**config.mk**
```make
export PLATFORM = sky130hd
export DESIGN_NAME = websocket_frame_deframer_flat
export DESIGN_NICKNAME = d
export VERILOG_FILES = /design/src/hdl/wsdf_pkg.sv /design/src/hdl/wsdf_in_if.sv /design/src/hdl/wsdf_out_if.sv /design/src/hdl/wsdf_parser.sv /design/src/hdl/wsdf_out_stage.sv /design/src/hdl/websocket_frame_deframer.sv /design/src/flat_wrapper.sv
export SDC_FILE = /design/constraint.sdc
export NUM_CORES = 1
export LEC_CHECK = 0
export ABC_CLOCK_PERIOD_IN_PS = 11510
export BUFFER_PORTS_ARGS = -buffer_cell sky130_fd_sc_hd__buf_4
export CORE_MARGIN = 10
export CORE_UTILIZATION = 25
export CTS_CLUSTER_SIZE = 24
export DETAILED_ROUTE_END_ITERATION = 6
export GPL_ROUTABILITY_DRIVEN = 0
export PLACE_DENSITY = 0.42
export SYNTH_ARGS = -nofsm -noshare
export SYNTH_HDL_FRONTEND = slang
export SYNTH_HIERARCHICAL = 1
export SYNTH_SLANG_ARGS = --single-unit
```
**constraint.sdc**
```tcl
create_clock -name clk -period 11.51 [get_ports clk]
set_input_delay 2.8775 -clock clk [delete_from_list [all_inputs] [get_ports clk]]
set_output_delay 2.8775 -clock clk [all_outputs]
set_load 0.05 [all_outputs]
```
**src/hdl/wsdf_pkg.sv**
```systemverilog
// Shared types and constants for the WebSocket frame deframer.
// No dependencies; the parser, output stage, top level and testbench use this package by scoped names.
package wsdf_pkg;

  typedef enum logic [2:0] {
    PH_IDLE,
    PH_LEN7,
    PH_EXT16,
    PH_EXT64,
    PH_MASK,
    PH_PAYLOAD
  } phase_t;

  typedef enum logic [1:0] {
    KIND_PAYLOAD,
    KIND_EMPTY,
    KIND_TOO_LARGE
  } kind_t;

  localparam logic [3:0]  OPCODE_MASK = 4'hF;
  localparam logic [6:0]  LEN_EXT16   = 7'd126;
  localparam logic [6:0]  LEN_EXT64   = 7'd127;
  localparam logic [31:0] LEN_MARK    = 32'hFFFF_FFFF;
  localparam logic [30:0] LEN_ERR     = 31'h7FFF_FFFF;

  typedef struct packed {
    logic [7:0]  payload_byte;
    logic [3:0]  frame_opcode;
    logic [30:0] frame_length;
    kind_t       result_kind;
    logic        last_of_frame;
  } result_t;

endpackage

```
**src/hdl/wsdf_in_if.sv**
```systemverilog
// Input channel of the deframer: one received byte per beat.
// Depends on nothing.
interface wsdf_in_if;
  logic       valid;
  logic       ready;
  logic [7:0] rx_byte;
  logic       buffer_start;

  modport source(output valid, rx_byte, buffer_start, input ready);
  modport sink(input valid, rx_byte, buffer_start, output ready);
endinterface

```
**src/hdl/wsdf_out_if.sv**
```systemverilog
// Result channel of the deframer: one payload byte, notice or error per beat.
// Depends on nothing.
interface wsdf_out_if;
  logic        valid;
  logic        ready;
  logic [7:0]  payload_byte;
  logic [3:0]  frame_opcode;
  logic [30:0] frame_length;
  logic [1:0]  result_kind;
  logic        last_of_frame;

  modport source(output valid, payload_byte, frame_opcode, frame_length, result_kind,
                 last_of_frame, input ready);
  modport sink(input valid, payload_byte, frame_opcode, frame_length, result_kind,
               last_of_frame, output ready);
endinterface

```
**src/hdl/wsdf_parser.sv**
```systemverilog
// Input register, frame header state machine and payload unmasking.
// Depends on wsdf_pkg and wsdf_in_if; hands at most one result per step to the output stage.
module wsdf_parser (
  input  logic               clk,
  input  logic               rst,
  wsdf_in_if.sink            rx,
  input  logic               res_ready,
  output logic               res_valid,
  output wsdf_pkg::result_t  res
);

  logic        in_valid;
  logic [7:0]  in_byte;
  logic        in_start;
  logic        fire;

  wsdf_pkg::phase_t phase, phase_next;
  logic [2:0]  hdr_count, hdr_count_next;
  logic [31:0] length, length_next;
  logic [31:0] mask_key, mask_key_next;
  logic        mask_en, mask_en_next;
  logic [3:0]  opcode, opcode_next;
  logic [30:0] pay_count, pay_count_next;

  assign fire     = in_valid && res_ready;
  assign rx.ready = !in_valid || fire;

  always_ff @(posedge clk) begin
    if (rst) begin
      in_valid <= 1'b0;
    end else if (rx.valid && rx.ready) begin
      in_valid <= 1'b1;
    end else if (fire) begin
      in_valid <= 1'b0;
    end
  end

  always_ff @(posedge clk) begin
    if (rx.valid && rx.ready) begin
      in_byte  <= rx.rx_byte;
      in_start <= rx.buffer_start;
    end
  end

  always_ff @(posedge clk) begin
    if (rst) begin
      phase     <= wsdf_pkg::PH_IDLE;
      hdr_count <= '0;
      length    <= '0;
      mask_key  <= '0;
      mask_en   <= 1'b0;
      opcode    <= '0;
      pay_count <= '0;
    end else if (fire) begin
      phase     <= phase_next;
      hdr_count <= hdr_count_next;
      length    <= length_next;
      mask_key  <= mask_key_next;
      mask_en   <= mask_en_next;
      opcode    <= opcode_next;
      pay_count <= pay_count_next;
    end
  end

  always_comb begin
    logic        len_done;
    logic        key_done;
    logic [31:0] len_val;
    logic [31:0] ext64_val;
    logic [7:0]  key_byte;
    logic        is_last;

    len_done  = 1'b0;
    key_done  = 1'b0;
    len_val   = length;
    ext64_val = length;
    key_byte  = '0;
    is_last   = 1'b0;

    phase_next     = phase;
    hdr_count_next = hdr_count;
    length_next    = length;
    mask_key_next  = mask_key;
    mask_en_next   = mask_en;
    opcode_next    = opcode;
    pay_count_next = pay_count;

    res_valid         = 1'b0;
    res.payload_byte  = '0;
    res.frame_opcode  = opcode;
    res.frame_length  = '0;
    res.result_kind   = wsdf_pkg::KIND_PAYLOAD;
    res.last_of_frame = 1'b0;

    if (in_start) begin
      opcode_next    = in_byte[3:0] & wsdf_pkg::OPCODE_MASK;
      hdr_count_next = '0;
      length_next    = '0;
      mask_key_next  = '0;
      mask_en_next   = 1'b0;
      pay_count_next = '0;
      phase_next     = wsdf_pkg::PH_LEN7;
    end else begin
      unique case (phase)
        wsdf_pkg::PH_LEN7: begin
          mask_en_next   = in_byte[7];
          hdr_count_next = '0;
          length_next    = '0;
          if (in_byte[6:0] == wsdf_pkg::LEN_EXT16) begin
            phase_next = wsdf_pkg::PH_EXT16;
          end else if (in_byte[6:0] == wsdf_pkg::LEN_EXT64) begin
            phase_next = wsdf_pkg::PH_EXT64;
          end else begin
            len_val     = {25'd0, in_byte[6:0]};
            length_next = len_val;
            len_done    = 1'b1;
          end
        end
        wsdf_pkg::PH_EXT16: begin
          len_val     = {16'd0, length[7:0], in_byte};
          length_next = len_val;
          if (hdr_count != 3'd0) begin
            hdr_count_next = '0;
            len_done       = 1'b1;
          end else begin
            hdr_count_next = 3'(hdr_count + 3'd1);
          end
        end
        wsdf_pkg::PH_EXT64: begin
          if (!hdr_count[2]) begin
            ext64_val = length | {24'd0, in_byte};
            if (hdr_count == 3'd3) begin
              ext64_val = (ext64_val != '0) ? wsdf_pkg::LEN_MARK : '0;
            end
          end else if (length != wsdf_pkg::LEN_MARK) begin
            ext64_val = {length[23:0], in_byte};
          end
          length_next = ext64_val;
          len_val     = ext64_val;
          if (hdr_count == 3'd7) begin
            hdr_count_next = '0;
            if (ext64_val[31]) begin
              res_valid         = 1'b1;
              res.frame_length  = wsdf_pkg::LEN_ERR;
              res.result_kind   = wsdf_pkg::KIND_TOO_LARGE;
              res.last_of_frame = 1'b1;
              phase_next        = wsdf_pkg::PH_IDLE;
            end else begin
              len_done = 1'b1;
            end
          end else begin
            hdr_count_next = 3'(hdr_count + 3'd1);
          end
        end
        wsdf_pkg::PH_MASK: begin
          mask_key_next = {mask_key[23:0], in_byte};
          if (hdr_count >= 3'd3) begin
            hdr_count_next = '0;
            key_done       = 1'b1;
          end else begin
            hdr_count_next = 3'(hdr_count + 3'd1);
          end
        end
        wsdf_pkg::PH_PAYLOAD: begin
          case (pay_count[1:0])
            2'd0:    key_byte = mask_key[31:24];
            2'd1:    key_byte = mask_key[23:16];
            2'd2:    key_byte = mask_key[15:8];
            default: key_byte = mask_key[7:0];
          endcase
          if (!mask_en) begin
            key_byte = '0;
          end
          is_last           = ({1'b0, pay_count} + 32'd1) >= length;
          res_valid         = 1'b1;
          res.payload_byte  = in_byte ^ key_byte;
          res.frame_length  = length[30:0];
          res.result_kind   = wsdf_pkg::KIND_PAYLOAD;
          res.last_of_frame = is_last;
          pay_count_next    = 31'(pay_count + 31'd1);
          if (is_last) begin
            phase_next = wsdf_pkg::PH_IDLE;
          end
        end
        default: begin
          phase_next = wsdf_pkg::PH_IDLE;
        end
      endcase

      if (len_done) begin
        if (mask_en_next) begin
          hdr_count_next = '0;
          mask_key_next  = '0;
          phase_next     = wsdf_pkg::PH_MASK;
        end else begin
          key_done = 1'b1;
        end
      end

      if (key_done) begin
        if (len_val == '0) begin
          res_valid         = 1'b1;
          res.frame_length  = '0;
          res.result_kind   = wsdf_pkg::KIND_EMPTY;
          res.last_of_frame = 1'b1;
          phase_next        = wsdf_pkg::PH_IDLE;
        end else begin
          pay_count_next = '0;
          phase_next     = wsdf_pkg::PH_PAYLOAD;
        end
      end
    end

    if (!fire) begin
      res_valid = 1'b0;
    end
  end

endmodule

```
**src/hdl/wsdf_out_stage.sv**
```systemverilog
// Result register with one skid entry; upstream ready comes from a flop.
// Depends on wsdf_pkg and wsdf_out_if.
module wsdf_out_stage (
  input  logic               clk,
  input  logic               rst,
  input  logic               res_valid,
  input  wsdf_pkg::result_t  res,
  output logic               res_ready,
  wsdf_out_if.source         result
);

  logic              main_valid;
  logic              skid_valid;
  wsdf_pkg::result_t main_data;
  wsdf_pkg::result_t skid_data;
  logic              push;
  logic              pop;

  assign res_ready = !skid_valid;
  assign push      = res_valid && !skid_valid;
  assign pop       = main_valid && result.ready;

  always_ff @(posedge clk) begin
    if (rst) begin
      main_valid <= 1'b0;
      skid_valid <= 1'b0;
    end else if (skid_valid) begin
      if (pop) begin
        skid_valid <= 1'b0;
      end
    end else if (push) begin
      if (main_valid && !result.ready) begin
        skid_valid <= 1'b1;
      end else begin
        main_valid <= 1'b1;
      end
    end else if (pop) begin
      main_valid <= 1'b0;
    end
  end

  always_ff @(posedge clk) begin
    if (skid_valid) begin
      if (pop) begin
        main_data <= skid_data;
      end
    end else if (push) begin
      if (main_valid && !result.ready) begin
        skid_data <= res;
      end else begin
        main_data <= res;
      end
    end
  end

  assign result.valid         = main_valid;
  assign result.payload_byte  = main_data.payload_byte;
  assign result.frame_opcode  = main_data.frame_opcode;
  assign result.frame_length  = main_data.frame_length;
  assign result.result_kind   = main_data.result_kind;
  assign result.last_of_frame = main_data.last_of_frame;

endmodule

```
**src/hdl/websocket_frame_deframer.sv**
```systemverilog
// WebSocket receive deframer: takes one byte per beat and returns unmasked payload bytes,
// an empty-frame notice or a length-too-large error. Sustains one byte per clock while the
// result port is not stalled; a byte's result reaches the result port through the input
// register, then the result register, and the one-entry skid lets the input keep flowing
// while a result waits. A beat with buffer_start set restarts header parsing. No clearing pass after reset.
// Depends on wsdf_pkg, wsdf_in_if, wsdf_out_if, wsdf_parser and wsdf_out_stage.
module websocket_frame_deframer (
  input  logic       clk,
  input  logic       rst,
  wsdf_in_if.sink    rx,
  wsdf_out_if.source result
);

  logic              res_valid;
  logic              res_ready;
  wsdf_pkg::result_t res;

  wsdf_parser u_parser (
    .clk       (clk),
    .rst       (rst),
    .rx        (rx),
    .res_ready (res_ready),
    .res_valid (res_valid),
    .res       (res)
  );

  wsdf_out_stage u_out_stage (
    .clk       (clk),
    .rst       (rst),
    .res_valid (res_valid),
    .res       (res),
    .res_ready (res_ready),
    .result    (result)
  );

  a_no_push_when_full: assert property (@(posedge clk) disable iff (rst)
    res_valid |-> res_ready)
    else $error("result produced while output stage is full");

  a_error_shape: assert property (@(posedge clk) disable iff (rst)
    res_valid && res.result_kind == wsdf_pkg::KIND_TOO_LARGE
      |-> res.frame_length == wsdf_pkg::LEN_ERR && res.payload_byte == 8'd0
          && res.last_of_frame)
    else $error("malformed length error result");

  a_quiet_after_reset: assert property (@(posedge clk)
    $past(rst) |-> !result.valid)
    else $error("result valid right after reset");

endmodule

```
**src/flat_wrapper.sv**
```systemverilog
// flat-port wrapper written by rule: the top's interface ports become plain ports
module websocket_frame_deframer_flat 
  (clk, rst, rx_valid, rx_rx_byte, rx_buffer_start, rx_ready, result_valid, result_payload_byte, result_frame_opcode, result_frame_length, result_result_kind, result_last_of_frame, result_ready);
  wsdf_in_if rx_i ();
  wsdf_out_if result_i ();
  input  logic clk;
  input  logic rst;
  input wire logic [$bits(rx_i.valid)-1:0] rx_valid;
  input wire logic [$bits(rx_i.rx_byte)-1:0] rx_rx_byte;
  input wire logic [$bits(rx_i.buffer_start)-1:0] rx_buffer_start;
  output wire logic [$bits(rx_i.ready)-1:0] rx_ready;
  output wire logic [$bits(result_i.valid)-1:0] result_valid;
  output wire logic [$bits(result_i.payload_byte)-1:0] result_payload_byte;
  output wire logic [$bits(result_i.frame_opcode)-1:0] result_frame_opcode;
  output wire logic [$bits(result_i.frame_length)-1:0] result_frame_length;
  output wire logic [$bits(result_i.result_kind)-1:0] result_result_kind;
  output wire logic [$bits(result_i.last_of_frame)-1:0] result_last_of_frame;
  input wire logic [$bits(result_i.ready)-1:0] result_ready;
  assign rx_i.valid = rx_valid;
  assign rx_i.rx_byte = rx_rx_byte;
  assign rx_i.buffer_start = rx_buffer_start;
  assign rx_ready = rx_i.ready;
  assign result_valid = result_i.valid;
  assign result_payload_byte = result_i.payload_byte;
  assign result_frame_opcode = result_i.frame_opcode;
  assign result_frame_length = result_i.frame_length;
  assign result_result_kind = result_i.result_kind;
  assign result_last_of_frame = result_i.last_of_frame;
  assign result_i.ready = result_ready;
  websocket_frame_deframer u_core (.clk(clk), .rst(rst), .rx(rx_i), .result(result_i));
endmodule
```
==> run_results.csv, run 1 <==
group,metric,value,unit
synthesis,ys_types,84,
sta,finalSetupTns,0,ns
sta,slew_viol_final,0,
sta,fin_crit_sh,47.9,%
synthesis,synth-seq-cells,210,
clock_tree,post_cts_resized,0,
clock_tree,numCtsBuffers,25,
sta,finalSetupViolations,0,
min_path,hp-class,"reg -> reg",
setup_path,crit_fanout,46,
final_layout,syn_to_final_growth,13.5,%
setup_path,critPathSlowestCell,"and4_2",
final_layout,num_antenna_cells,0,
drt,routed_wl,32.0,mm
setup_path,r2r_end,"u_core/u_out_stage/skid_data[28]$_DFFE_PP_",
setup_path,r2r_setup_slack,6.00,ns
clock_tree,cts-root-buf,"clkbuf_16",
power,power,1.60,mW
setup_path,end_kind,"flop",
clock_tree,cts_tree,"built",
setup_path,crit_start,"u_core/u_parser/hdr_count[2]$_SDFFE_PP0P_",
synthesis,yosysTopAreaCell,"edfxtp_1",
grt,grt_overflow,0,
placed_design,port_buffers,60,
sta,maxSlewHeadroom,23.0,%
drt,drc_errors,0,
die,initial_utilization,25.2,%
placed_design,dp.final_hpwl,22.5,mm
final_layout,nets,1224,
setup_path,cp-start-kind,"flop",
die,io-pin-count,61,
synthesis,yosysWarnings,6,
grt,use_met3,1.89,%
grt,grt_max_degree,79,
clock_tree,clock_latency,0.55,ns
die,row_count,78,
placed_design,pre_cts_ws,6.08,ns
grt,grt_usage,11.5,%
job,drv_cap,0,
outcome,status,"finished, final reports clean",
drt,first_pass_iters,5,
setup_path,r2r_start,"u_core/u_parser/hdr_count[2]$_SDFFE_PP0P_",
die,dieArea,0.0546,mm²
synthesis,yosys_most_used_dff,"dfxtp_1",
placed_design,dpl.cell_count,1743,
grt,first_global_vias,8528,
die,die_x,234,µm
setup_path,r2r_cells,11,
synthesis,synthArstFlopShare,0,%
sta,max_clock_freq,181,MHz
synthesis,synth_area_leaders,"edfxtp_1 (27%), dfxtp_1 (19%), mux2_4 (6.0%)",
drt,num_vias,8638,
setup_path,cpMostUsedCell,"nor2_1",
power,p_per_area,123,mW/mm²
sta,fin_crit,5.51,ns
setup_path,cp_cell_sequence,"inv_1 -> ha_1 -> nor2_1 -> a32o_1 -> nand3_1 -> a2111oi_0 -> a31oi_2 -> nor4_4 -> nor3_1 -> nor2_1 -> and4_2",
synthesis,avgSynthCellArea,9.92,µm²
drt,post_drt_wl_per_cell,17.9,µm
grt,antenna_found_initial,0,
clock_tree,htree_num_levels,1,
die,core,0.0453,mm²
clock_tree,clockBufferDepth,3,
setup_path,required,11.65,ns
clock_tree,cts.clk_slew.worst_paths,0.06,ns
synthesis,ys_seq_area_share,45.7,%
clock_tree,postCtsSetupRepairBufs,0,
sta,setup_slack,6.00,ns
sta,finalHoldViolations,0,
synthesis,syn_nets,1206,
power,leakagePower,4.75,nW
sta,finClkSkew,0.0268,ns
clock_tree,clock-sinks,210,
sta,rsz0062_at_grt,"false",
setup_path,path_buf_inv,1,
synthesis,syn_inst,1152,
setup_path,cpPeakStageDelay,1.06,ns
sta,worstMarginPinSlew,1.16,ns
final_layout,drive_gt1_share,16.2,%
setup_path,cp.depth,11,
grt,grt_use_met2,18.0,%
synthesis,synth_top_area_share,26.6,%
grt,grt_pass1_wl,50.6,mm
power,ir_drop,82.1,µV
synthesis,netlist_area,0.0114,mm²
synthesis,synth_edf_count,101,
drt,ant_nets,0,
grt,grt_busiest_layer,"met2",
die,die_h,234,µm
setup_path,crit_family,"simple AND/OR/NAND/NOR gates",
setup_path,worstSetupPathType,"reg -> reg",
setup_path,cp_data_arrival_time,5.65,ns
drt,drt-initial-drc-count,784,
clock_tree,hold_buffers,0,
final_layout,fin_cells,1789,
setup_path,crit_path_end,"u_core/u_out_stage/skid_data[28]$_DFFE_PP_",
grt,met1_usage,16.0,%
sta,holdWs,0.462,ns
drt,via_per_inst,4.83,
placed cells by master, fill, tap and decap left out, types with 9 or more instances in the layout:
cell / count
nor3_1: 20
xnor2_1: 20
inv_1: 57
nor2_1: 128
o21ai_2: 9
o21ai_0: 52
a21oi_1: 66
nand3_1: 24
a22oi_1: 42
dfxtp_1: 108
nand4_1: 21
buf_4: 70
a31oi_1: 21
o211ai_1: 12
nand2b_1: 10
clkbuf_16: 25
mux2_4: 46
nand2_1: 104
a21o_1: 43
edfxtp_1: 101
ha_1: 41
xor2_1: 18
metal layers:
metal  routed length (µm)  share of wire, %  vias up
li1                     -                 -     4217
met1                15500                48     4151
met2                14200                44      225
met3                 1650               5.2       45
met4                  673               2.1        0
met5                    0                 0        -
final cells by class:
class	instances	area, µm²
Clock buffer	35	683
Tap cell	600	751
Fill cell	4825	32300
Timing Repair Buffer	70	526
Multi-Input combinational cell	806	5490
Sequential cell	210	5220
Clock inverter	11	86.3
Inverter	57	214
stage by stage:
| stage | area (µm²) | util (%) |
|---|---|---|
| 6_report | 13000 | 28.6 |
| 3_3_place_gp | 12200 | 26.9 |
| 3_5_place_dp | 12200 | 26.9 |
| 2_1_floorplan | 11400 | - |
| 4_1_cts | 13000 | 28.6 |
| 5_1_grt | 13000 | 28.6 |
state kept, by name, summed over array words and instances (netlist names):
name and flops:
u_core/u_parser/hdr_count 3, u_core/u_out_stage/result.frame_opcode 4, u_core/u_out_stage/result.payload_byte 8, u_core/u_parser/phase 3, u_core/u_parser/mask_en 1, u_core/u_out_stage/result.last_of_frame 1, u_core/u_parser/opcode 4, u_core/u_parser/in_byte 8
u_core/u_out_stage/result.frame_length 31, u_core/u_out_stage/result.valid 1, u_core/u_out_stage/skid_valid 1, u_core/u_parser/length 32, u_core/u_out_stage/result.result_kind 2, u_core/u_out_stage/skid_data 46, u_core/u_parser/mask_key 32, u_core/u_parser/in_valid 1
u_core/u_parser/in_start 1, u_core/u_parser/pay_count 31
synthesized netlist by cell type, drive strengths merged, types with 3 or more instances:
master / instances
nor2: 131
dfxtp: 109
nand2: 104
edfxtp: 101
a21oi: 69
o21ai: 62
inv: 57
clkbuf: 54
mux2: 46
a21o: 45
a22oi: 42
ha: 41
buf: 25
nand3: 24
a31oi: 22
nor3: 22
nand4: 21
xnor2: 20
xor2: 18
o211ai: 13
nor4: 12
nand2b: 10
a222oi: 8
nor2b: 8
a211oi: 6
and2: 6
and3: 6
o21a: 6
a2bb2oi: 5
a22o: 4
o31ai: 4
or3: 4
or4: 4
a221oi: 3
mux2i: 3
nor3b: 3
o2111ai: 3
or2: 3
how the worst min path moves through the flow:
stage | cells past startpoint | startpoint | slack, ns | to
after floorplan | 0 | u_core/u_parser/opcode[0]$_SDFFE_PP0P_ | 0.43 | u_core/u_out_stage/skid_data[34]$_DFFE_PP_
after global placement | 0 | u_core/u_parser/opcode[3]$_SDFFE_PP0P_ | 0.45 | u_core/u_out_stage/skid_data[37]$_DFFE_PP_
after detailed placement | 0 | u_core/u_parser/opcode[1]$_SDFFE_PP0P_ | 0.45 | u_core/u_out_stage/skid_data[35]$_DFFE_PP_
after CTS | 0 | u_core/u_parser/opcode[1]$_SDFFE_PP0P_ | 0.47 | u_core/u_out_stage/skid_data[35]$_DFFE_PP_
after global routing | 0 | u_core/u_parser/opcode[2]$_SDFFE_PP0P_ | 0.49 | u_core/u_out_stage/skid_data[36]$_DFFE_PP_
final | 0 | u_core/u_parser/opcode[1]$_SDFFE_PP0P_ | 0.46 | u_core/u_out_stage/skid_data[35]$_DFFE_PP_
power by group:
| part | leakage, nW | switching, mW | internal [mW] |
|---|---|---|---|
| clock | 0.374 | 0.317 | 0.436 |
| combinational | 2.57 | 0.0368 | 0.0173 |
| sequential | 1.80 | 0.00973 | 0.782 |
| total | 4.75 | 0.364 | 1.24 |
cells by family after synthesis:
group / count (synthesis) / share of synthesized area [%]
and+or+nand+nor: 365 / 15.2
xor gates and xnor gates: 38 / 2.91
buffers and inverters: 136 / 6.50
adders and majority gates: 41 / 4.49
DFF: 210 / 45.7
muxes: 49 / 6.42
AOI/OAI and AO/OA: 313 / 18.8
No activity file was read; power rests on OpenSTA's default activity.
==> run 2: changes to the inputs <==
ABC_CLOCK_PERIOD_IN_PS = 5200   (was 11510)
clock period = 5.2 ns   (was 11.51 ns; I/O delays follow)
==> run 2 against run 1 <==
Net effect: clock power increased by 110%; clock-buffer cell count increased by 1; core utilization increased by 0.37 points; worst hold slack improved by 0.0071 ns; via count increased by 0.63%; critical path depth increased by 6; worst setup slack got worse by 5.6 ns; critical path type unchanged; largest power group unchanged.
==> run_results.csv, run 2 (synthesized netlist as in run 1, its figures left out) <==
group,metric,value,unit
placed_design,port_buffers,60,
clock_tree,clockBufferDepth,3,
power,leakagePower,4.86,nW
final_layout,drive_gt1_share,17.4,%
setup_path,end_kind,"flop",
final_layout,syn_to_final_growth,15.0,%
final_layout,final_cell_mix,"nor2_1 (128), dfxtp_1 (108), nand2_1 (104), edfxtp_1 (101), buf_4 (92)",
sta,fin_crit_sh,91.8,%
setup_path,worstSetupPathType,"reg -> reg",
grt,grt_pass1_wl,50.1,mm
sta,fin_crit,4.78,ns
outcome,status,"finished, final reports clean",
setup_path,crit_fanout,8,
clock_tree,cts_tree,"built",
final_layout,fin_cells,1810,
setup_path,cp-start-kind,"flop",
final_layout,max_flop_register,"u_core/u_out_stage/skid_data",
clock_tree,clock_latency,0.54,ns
drt,post_drt_wl_per_cell,17.5,µm
clock_tree,htree_num_levels,1,
die,dieArea,0.0546,mm²
job,drv_cap,0,
clock_tree,hold_buffers,0,
clock_tree,numCtsBuffers,24,
placed_design,dp.final_hpwl,22.8,mm
sta,worstMarginPinSlew,0.964,ns
die,die_x,234,µm
sta,finalSetupTns,0,ns
final_layout,reg.largest.list,"u_core/u_out_stage/skid_data x46, u_core/u_parser/length x32, u_core/u_parser/mask_key x32",
die,row_count,78,
sta,rsz0062_at_grt,"false",
grt,grt_max_degree,58,
clock_tree,clock-sinks,210,
placed_design,dpl.cell_count,1766,
sta,finClkSkew,0.0184,ns
die,core,0.0453,mm²
final_layout,nets,1246,
drt,drc_errors,0,
clock_tree,cts-root-buf,"clkbuf_16",
power,p_per_area,264,mW/mm²
die,die_h,234,µm
grt,grt_overflow,0,
final_layout,num_antenna_cells,0,
final_layout,largest_reg_flops,46,
sta,max_clock_freq,209,MHz
grt,antenna_found_initial,0,
drt,drt-initial-drc-count,577,
drt,first_pass_iters,7,
sta,maxSlewHeadroom,35.7,%
drt,via_per_inst,4.80,
sta,finalHoldViolations,0,
power,ir_drop,202,µV
min_path,hp-class,"reg -> reg",
clock_tree,cts.clk_slew.worst_paths,0.06,ns
drt,num_vias,8692,
setup_path,required,5.48,ns
die,initial_utilization,25.2,%
final_layout,fill_cells,4767,
grt,first_global_vias,8543,
setup_path,cp_data_arrival_time,5.06,ns
drt,ant_nets,0,
grt,grt_usage,11.4,%
sta,finalSetupViolations,0,
sta,slew_viol_final,0,
final_layout,final_common_cell,"nor2_1",
drt,routed_wl,31.8,mm
die,io-pin-count,61,
==> run 2: critical path: stages (launching register included) <==
cell,delay (ns)
dfxtp_1,0.53
nand4_1,0.22
or4_1,0.48
or4_1,0.54
nor3_2,0.15
and3_1,0.24
xor2_1,0.17
ha_1,0.26
a21o_1,0.19
a21o_1,0.17
a21o_1,0.17
a21o_1,0.17
a211o_1,0.28
a21oi_1,0.26
a21oi_1,0.18
nor3_1,0.16
nor2_1,0.07
mux2_4,0.29
==> run 2: worst paths after layout <==
path,startpoint,endpoint,slack [ns],cells after the start
max reg2reg,u_core/u_parser/pay_count[0]$_SDFFE_PP0P_,u_core/u_out_stage/result.last_of_frame$_DFFE_PP_,0.42,17
min,u_core/u_parser/opcode[1]$_SDFFE_PP0P_,u_core/u_out_stage/skid_data[35]$_DFFE_PP_,0.47,0
max,u_core/u_parser/pay_count[0]$_SDFFE_PP0P_,u_core/u_out_stage/result.last_of_frame$_DFFE_PP_,0.42,17
min reg2reg,u_core/u_parser/opcode[1]$_SDFFE_PP0P_,u_core/u_out_stage/skid_data[35]$_DFFE_PP_,0.47,0
==> run 2: through the flow <==
stage	hold slack [ns]	total power [mW]	worst slack, ns	area (µm²)	util, %
CTS	0.477	3.54	0.298	13100	29.0
detailed placement	0.463	1.91	0.323	12400	27.4
floorplan	0.430	1.87	0.362	11400	-
global route	0.487	3.61	0.0200	13100	29.0
global placement	0.452	1.91	0.376	12400	27.4
finish	0.469	3.47	0.424	13100	29.0
==> run 2: layer usage <==
| layer | track usage, % | share of wire, % |
|---|---|---|
| met2 | 18.3 | 46 |
| met1 | 15.5 | 47 |
| met5 | 0 | 0 |
| met3 | 1.68 | 4.5 |
| met4 | 3.85 | 2.2 |
==> run 2: timing repair <==
action / CTS / global route
endpoints found under the hold margin: 0 / 0
gates resized for setup: 0 / 1
buffers inserted: 0 / 0
endpoints found under the setup margin: 0 / 1
==> run 2: cell type report <==
type                    count  area [µm²]  area share (%)
clock buffers              36         697            5.31
clock inverters             8        45.0           0.343
inverters                  57         214            1.63
multi-input cells         806        5500            41.9
flip-flops and latches    210        5220            39.7
well taps                 600         751            5.71
repair buffers             93         711            5.41
==> run 2: power by group <==
group	internal, mW	switching, mW	total [mW]
Clock	0.924	0.674	1.60
Combinational	0.0408	0.0831	0.124
Sequential	1.73	0.0186	1.75
